==> config.mk <==
export PLATFORM = sky130hd
export DESIGN_NAME = cossim_ctrl
export DESIGN_NICKNAME = d
export VERILOG_FILES = /design/src/design/cossim_pkg.sv /design/src/design/cossim_ctrl.sv
export SDC_FILE = /design/constraint.sdc
export NUM_CORES = 1
export LEC_CHECK = 0
export BUFFER_PORTS_ARGS = -buffer_cell sky130_fd_sc_hd__buf_2
export CAP_MARGIN = 20
export CORE_ASPECT_RATIO = 0.75
export CORE_MARGIN = 5
export CORE_UTILIZATION = 35
export DETAILED_ROUTE_END_ITERATION = 8
export GPL_TIMING_DRIVEN = 0
export PLACE_DENSITY = 0.56
export REMOVE_ABC_BUFFERS = 1
export SYNTH_ARGS = -nofsm -noshare
export SYNTH_HDL_FRONTEND = slang
export SYNTH_SLANG_ARGS = --single-unit
==> constraint.sdc <==
create_clock -name clk -period 1.51 [get_ports clk]
set_input_delay 0.2265 -clock clk [delete_from_list [all_inputs] [get_ports clk]]
set_output_delay 0.2265 -clock clk [all_outputs]
set_load 0.1 [all_outputs]
==> src/design/cossim_pkg.sv <==
// Shared types and constants for the cosine similarity block.
// Used by cossim_ctrl, cossim_dp and cosine_similarity; no dependencies.
package cossim_pkg;

  localparam int ELEM_PORT_W = 16;
  localparam int PROD_W      = 2 * ELEM_PORT_W;
  localparam int SUM_W       = 48;
  localparam int MUL_CHUNK   = 16;
  localparam int MUL_STEPS   = SUM_W / MUL_CHUNK;
  localparam int MUL_IDX_W   = $clog2(MUL_STEPS);
  localparam int MUL_W       = SUM_W + MUL_CHUNK;
  localparam int SQ_W        = 2 * SUM_W;
  localparam int ROOT_W      = SUM_W;
  localparam int SQRT_STEPS  = ROOT_W;
  localparam int SIM_W       = 17;

  typedef struct packed {
    logic                 capture;
    logic                 mul_clear;
    logic                 mul_load;
    logic                 mul_add;
    logic [MUL_IDX_W-1:0] mul_idx;
    logic                 sqrt_clear;
    logic                 sqrt_step;
    logic                 div_init;
    logic                 div_step;
    logic                 out_load;
  } cmd_t;

  typedef struct packed {
    logic out_free;
  } status_t;

endpackage

==> src/design/cossim_ctrl.sv <==
// Sequencer for the cosine similarity block: accumulate, multiply, root,
// divide, deliver. Depends on cossim_pkg for the command and status types.
module cossim_ctrl #(
  parameter int FRAC_BITS = 16
) (
  input  logic                clk,
  input  logic                rst,
  input  logic                elem_valid,
  input  logic                last_elem,
  output logic                elem_stall,
  input  cossim_pkg::status_t status,
  output cossim_pkg::cmd_t    cmd
);

  localparam logic [2:0] S_ACC   = 3'd0;
  localparam logic [2:0] S_DRAIN = 3'd1;
  localparam logic [2:0] S_MUL   = 3'd2;
  localparam logic [2:0] S_SQRT  = 3'd3;
  localparam logic [2:0] S_DIV   = 3'd4;
  localparam logic [2:0] S_OUT   = 3'd5;

  localparam int CNT_MAX = (cossim_pkg::SQRT_STEPS > FRAC_BITS) ?
                           cossim_pkg::SQRT_STEPS : FRAC_BITS;
  localparam int CNT_W   = $clog2(CNT_MAX);

  logic [2:0]       state, state_next;
  logic [CNT_W-1:0] cnt, cnt_next;

  always_ff @(posedge clk) begin
    if (rst) begin
      state <= S_ACC;
      cnt   <= '0;
    end else begin
      state <= state_next;
      cnt   <= cnt_next;
    end
  end

  always_comb begin
    state_next = state;
    cnt_next   = cnt;
    cmd        = '0;
    elem_stall = 1'b1;
    unique case (state)
      S_ACC: begin
        elem_stall  = 1'b0;
        cmd.capture = elem_valid;
        if (elem_valid && last_elem) begin
          state_next = S_DRAIN;
        end
      end
      S_DRAIN: begin
        cmd.sqrt_clear = 1'b1;
        cnt_next       = '0;
        state_next     = S_MUL;
      end
      S_MUL: begin
        cmd.mul_clear = (cnt == '0);
        cmd.div_init  = (cnt == '0);
        cmd.mul_load  = (cnt < CNT_W'(cossim_pkg::MUL_STEPS));
        cmd.mul_add   = (cnt != '0);
        cmd.mul_idx   = cnt[cossim_pkg::MUL_IDX_W-1:0];
        if (cnt == CNT_W'(cossim_pkg::MUL_STEPS)) begin
          cnt_next   = '0;
          state_next = S_SQRT;
        end else begin
          cnt_next = cnt + 1'b1;
        end
      end
      S_SQRT: begin
        cmd.sqrt_step = 1'b1;
        if (cnt == CNT_W'(cossim_pkg::SQRT_STEPS - 1)) begin
          cnt_next   = '0;
          state_next = S_DIV;
        end else begin
          cnt_next = cnt + 1'b1;
        end
      end
      S_DIV: begin
        cmd.div_step = 1'b1;
        if (cnt == CNT_W'(FRAC_BITS - 1)) begin
          cnt_next   = '0;
          state_next = S_OUT;
        end else begin
          cnt_next = cnt + 1'b1;
        end
      end
      S_OUT: begin
        cmd.out_load = status.out_free;
        if (status.out_free) begin
          state_next = S_ACC;
        end
      end
      default: begin
        state_next = S_ACC;
      end
    endcase
  end

endmodule

==> tab_implementation.tex <==
\begin{tabular}{lr}
\hline
Metric & Value \\
\hline
\multicolumn{2}{l}{\textbf{Critical path}} \\
\quad Arrival time at the worst endpoint & 1540 ps \\
\quad Nature of the critical path endpoint & output pin \\
\quad Critical path cell sequence & or4\_4 > nor3\_4 > buf\_12 \\
\quad Worst Path Required & 1280 ps \\
\quad Maximum net fanout on the critical path & 4 \\
\quad Classification of the worst setup path & reg2out \\
\quad Maximum single-stage delay on the critical path & 550 ps \\
\quad Kind of start point of the critical path & flop \\
\quad Cell with the biggest individual delay on the critical path & or4\_4 \\
\multicolumn{2}{l}{\textbf{Floorplanning}} \\
\quad Initial cell density of the core & 0.3665 \\
\quad Floorplan die height & 49.61 um \\
\quad Number of top-level pins & 17 \\
\quad Total die area & 0.003115 sq mm \\
\quad Number of placement rows & 14 \\
\quad Core ar. & 0.001997 sq mm \\
\quad Die span in x & 62.81 um \\
\multicolumn{2}{l}{\textbf{STA}} \\
\quad Min Hold Slack & 290.1 ps \\
\quad Hold Violations, Final & 0 \\
\quad Minimum period implied by the final worst setup slack & 1763 ps \\
\quad Worst slew pin tran & 402.5 ps \\
\quad Number of pins with negative max-slew slack in the final report & 0 \\
\quad Share of the clock period used by the worst path & 1.168 \\
\quad Finish-stage setup viols & 13 \\
\quad Worst relative slew slack & 0.7247 \\
\quad Layout Skew & 5.842 ps \\
\quad Setup slack of the critical path after layout & -253.0 ps \\
\quad Summed negative setup slack over all endpoints & -1461 ps \\
\quad Unrepaired setup endpoints after global routing & yes \\
\quad Achievable frequency & 567.2 MHz \\
\multicolumn{2}{l}{\textbf{Yosys}} \\
\quad Number of different library cells in the post-synthesis netlist & 41 \\
\quad Prevailing post-synth register cell & dfxtp\_1 \\
\quad Post-synth EDFFs & 0 \\
\quad Syn avg cell area & 7.393 sq um \\
\quad Portion of synthesized cell area occupied by the leading cell type & 0.2462 \\
\quad Top cells by instance count after synthesis & 9 x dfxtp\_1, 8 x nor2\_1, 7 x inv\_1 \\
\quad Synthesized cell area & 732.0 sq um \\
\quad Fraction of registers with async set or reset after synthesis & 0 \\
\quad Number of warnings reported in the yosys synthesis log & 0 \\
\quad Flops \& latches, synth & 9 \\
\quad Number of standard cells after synthesis & 99 \\
\quad Top area cells in the synthesized netlist & dfxtp\_1 25\%, a31oi\_1 5.1\%, nor2\_1 4.1\% \\
\quad Top cell type by total area after synthesis & dfxtp\_1 \\
\quad Fraction of the yosys area taken by sequential cells & 0.2462 \\
\quad Library cell with the highest instance count after synthesis & dfxtp\_1 \\
\multicolumn{2}{l}{\textbf{Global route}} \\
\quad Maximum number of pins on one net before global-route repair & 11 \\
\quad Number of antenna violations at the first check in global routing & 0 \\
\quad Number of global-route vias before repair & 857 \\
\quad Total overflow reported by the global router & 0 \\
\quad Global-route wire length before repair & 3912 um \\
\quad Overall routing resource usage & 0.1559 \\
\multicolumn{2}{l}{\textbf{Power and ir drop}} \\
\quad Total power per unit cell area & 664.8 mW/mm\^{}2 \\
\quad Leakage power of the design & 0.5158 nW \\
\quad Combinational fraction of design power & 0.491 \\
\quad Portion of total power attributed to the clock network & 0.223 \\
\quad Total power & 0.8842 mW \\
\quad Worst VDD drop & 516.5 uV \\
\quad Portion of total power attributed to sequential cells & 0.286 \\
\quad Switching power & 0.3753 mW \\
\quad Internal & 0.5089 mW \\
\quad Switching Share & 0.4245 \\
\multicolumn{2}{l}{\textbf{Place}} \\
\quad I/O Buffers & 16 \\
\quad Dpl cell area & 800.8 sq um \\
\quad Half-perimeter wire length of the detailed placement result & 1354 um \\
\quad Number of placed cells counting well taps & 131 \\
\quad Worst setup slack before clock tree synthesis & -501.0 ps \\
\quad Gpl congestion & 0.8594 \\
\multicolumn{2}{l}{\textbf{Drt}} \\
\quad Avg Vias per Cell & 6.169 \\
\quad Final ANT Viol Nets & 0 \\
\quad DRC & 0 \\
\quad First DRT Iteration DRCs & 33 \\
\quad Total detailed-routing wirelength & 2612 um \\
\quad Via Count & 950 \\
\quad 1st-pass router iterations & 4 \\
\quad Average wire per standard cell & 16.96 um \\
\multicolumn{2}{l}{\textbf{Worst hold path}} \\
\quad Hold Path Class & in2reg \\
\multicolumn{2}{l}{\textbf{Final layout}} \\
\quad Count of inserted antenna diode cells & 0 \\
\quad Design area & 0.001330 sq mm \\
\quad Layout Area Growth over Synthesis & 81.71\% \\
\quad Layout cells sized above 1 & 0.5615 \\
\quad Final cell count without fillers & 154 \\
\quad Finished Core Util & 0.6660 \\
\quad Final nets & 138 \\
\multicolumn{2}{l}{\textbf{Run status}} \\
\quad Violated checks & negative setup slack \\
\quad Result of the run & finished, violations left \\
\multicolumn{2}{l}{\textbf{Clock tree}} \\
\quad Number of H-tree levels & 1 \\
\quad Clock buffers created by TritonCTS & 3 \\
\quad Clk\_lat worst skew & 270 ps \\
\quad Clock tree from TritonCTS & built \\
\quad Clk sink count & 9 \\
\quad Number of buffers between clock root and the deepest sink & 2 \\
\quad Clock Tree Root & clkbuf\_4 \\
\quad Clock edge transition at the registers on the reported setup and hold paths & 70 ps \\
\multicolumn{2}{l}{\textbf{Flow run}} \\
\quad Max-capacitance violation count & 0 \\
\hline
\end{tabular}
state kept, by name (all words and copies together) (netlist names):
signal	count
cnt	6
state	3
worst paths after layout:
| path | start | to | slack [ps] | cells after the start |
|---|---|---|---|---|
| worst max register to register | state[0]$_SDFFE_PP0P_ | cnt[3]$_SDFFE_PP0P_ | -120 | 6 |
| worst min register to register | cnt[1]$_SDFFE_PP0P_ | cnt[1]$_SDFFE_PP0P_ | 520 | 2 |
| worst max-delay path | cnt[2]$_SDFFE_PP0P_ | cmd[8] | -250 | 3 |
| worst min-delay path | rst | state[2]$_SDFFE_PP0P_ | 290 | 2 |
logic make-up (layout without fill, tap and decap cells):
kind of cell | after synthesis | after routing | synth area share
AND/OR/NAND/NOR | 42 | 42 | 0.3197
AO/OA/AOI/OAI | 31 | 31 | 0.3077
buffers and inverters | 15 | 46 | 0.09230
flip-flops | 9 | 9 | 0.2462
adder cells (fa/ha/maj) | 2 | 2 | 0.03418
worst max-delay path: cells and delay by family, from the launching register on:
kind                   cells  cell delay [ps]
flip-flops                 1              360
AND/OR/NAND/NOR            2              710
buffers and inverters      1              200
metal layers:
layer	global-route usage	routed length, um
met3	0.05909	168
met1	0.1883	1059
met2	0.2500	1319
met5	0	0
met4	0.06007	64
timing repair:
action,CTS,global route
endpoints found under the hold margin,0,0
pin swaps,4,6
setup endpoints to repair,19,21
gates resized for setup,62,32
hold buffers,0,0
buffers inserted,15,4
power by group through the flow:
stage / sequential [mW] / clock (mW) / combinational, mW
CTS: 0.254 / 0.200 / 0.393
global placement: 0.272 / 0 / 0.251
global route: 0.254 / 0.218 / 0.453
finish: 0.253 / 0.197 / 0.434
floorplan: 0.265 / 0 / 0.211
detailed placement: 0.273 / 0 / 0.253
area by class of cell:
class | count | area, sq um
Clock buffer | 4 | 26.28
Inverter | 7 | 26.28
Timing Repair Buffer | 35 | 387.9
Sequential cell | 9 | 209.0
Tap cell | 24 | 30.03
Multi-Input combinational cell | 75 | 650.6
Fill cell | 153 | 666.9
cell usage in the layout, fill, tap and decap left out, drive strengths merged, types with 2 or more instances in the layout:
master	netlist	final
and4	2	2
ha	2	2
a21oi	3	3
o221ai	2	2
nor4	2	2
nand3	5	5
a31oi	6	6
inv	7	7
nor2b	4	4
clkbuf	3	4
nand2	6	6
dfxtp	9	9
o21ai	4	4
and2	4	4
or4	2	2
nand2b	2	2
nor2	8	8
a22oi	2	2
buf	5	35
a211oi	2	2
or3	2	2
Note: power is estimated with default switching activity, not from simulation.
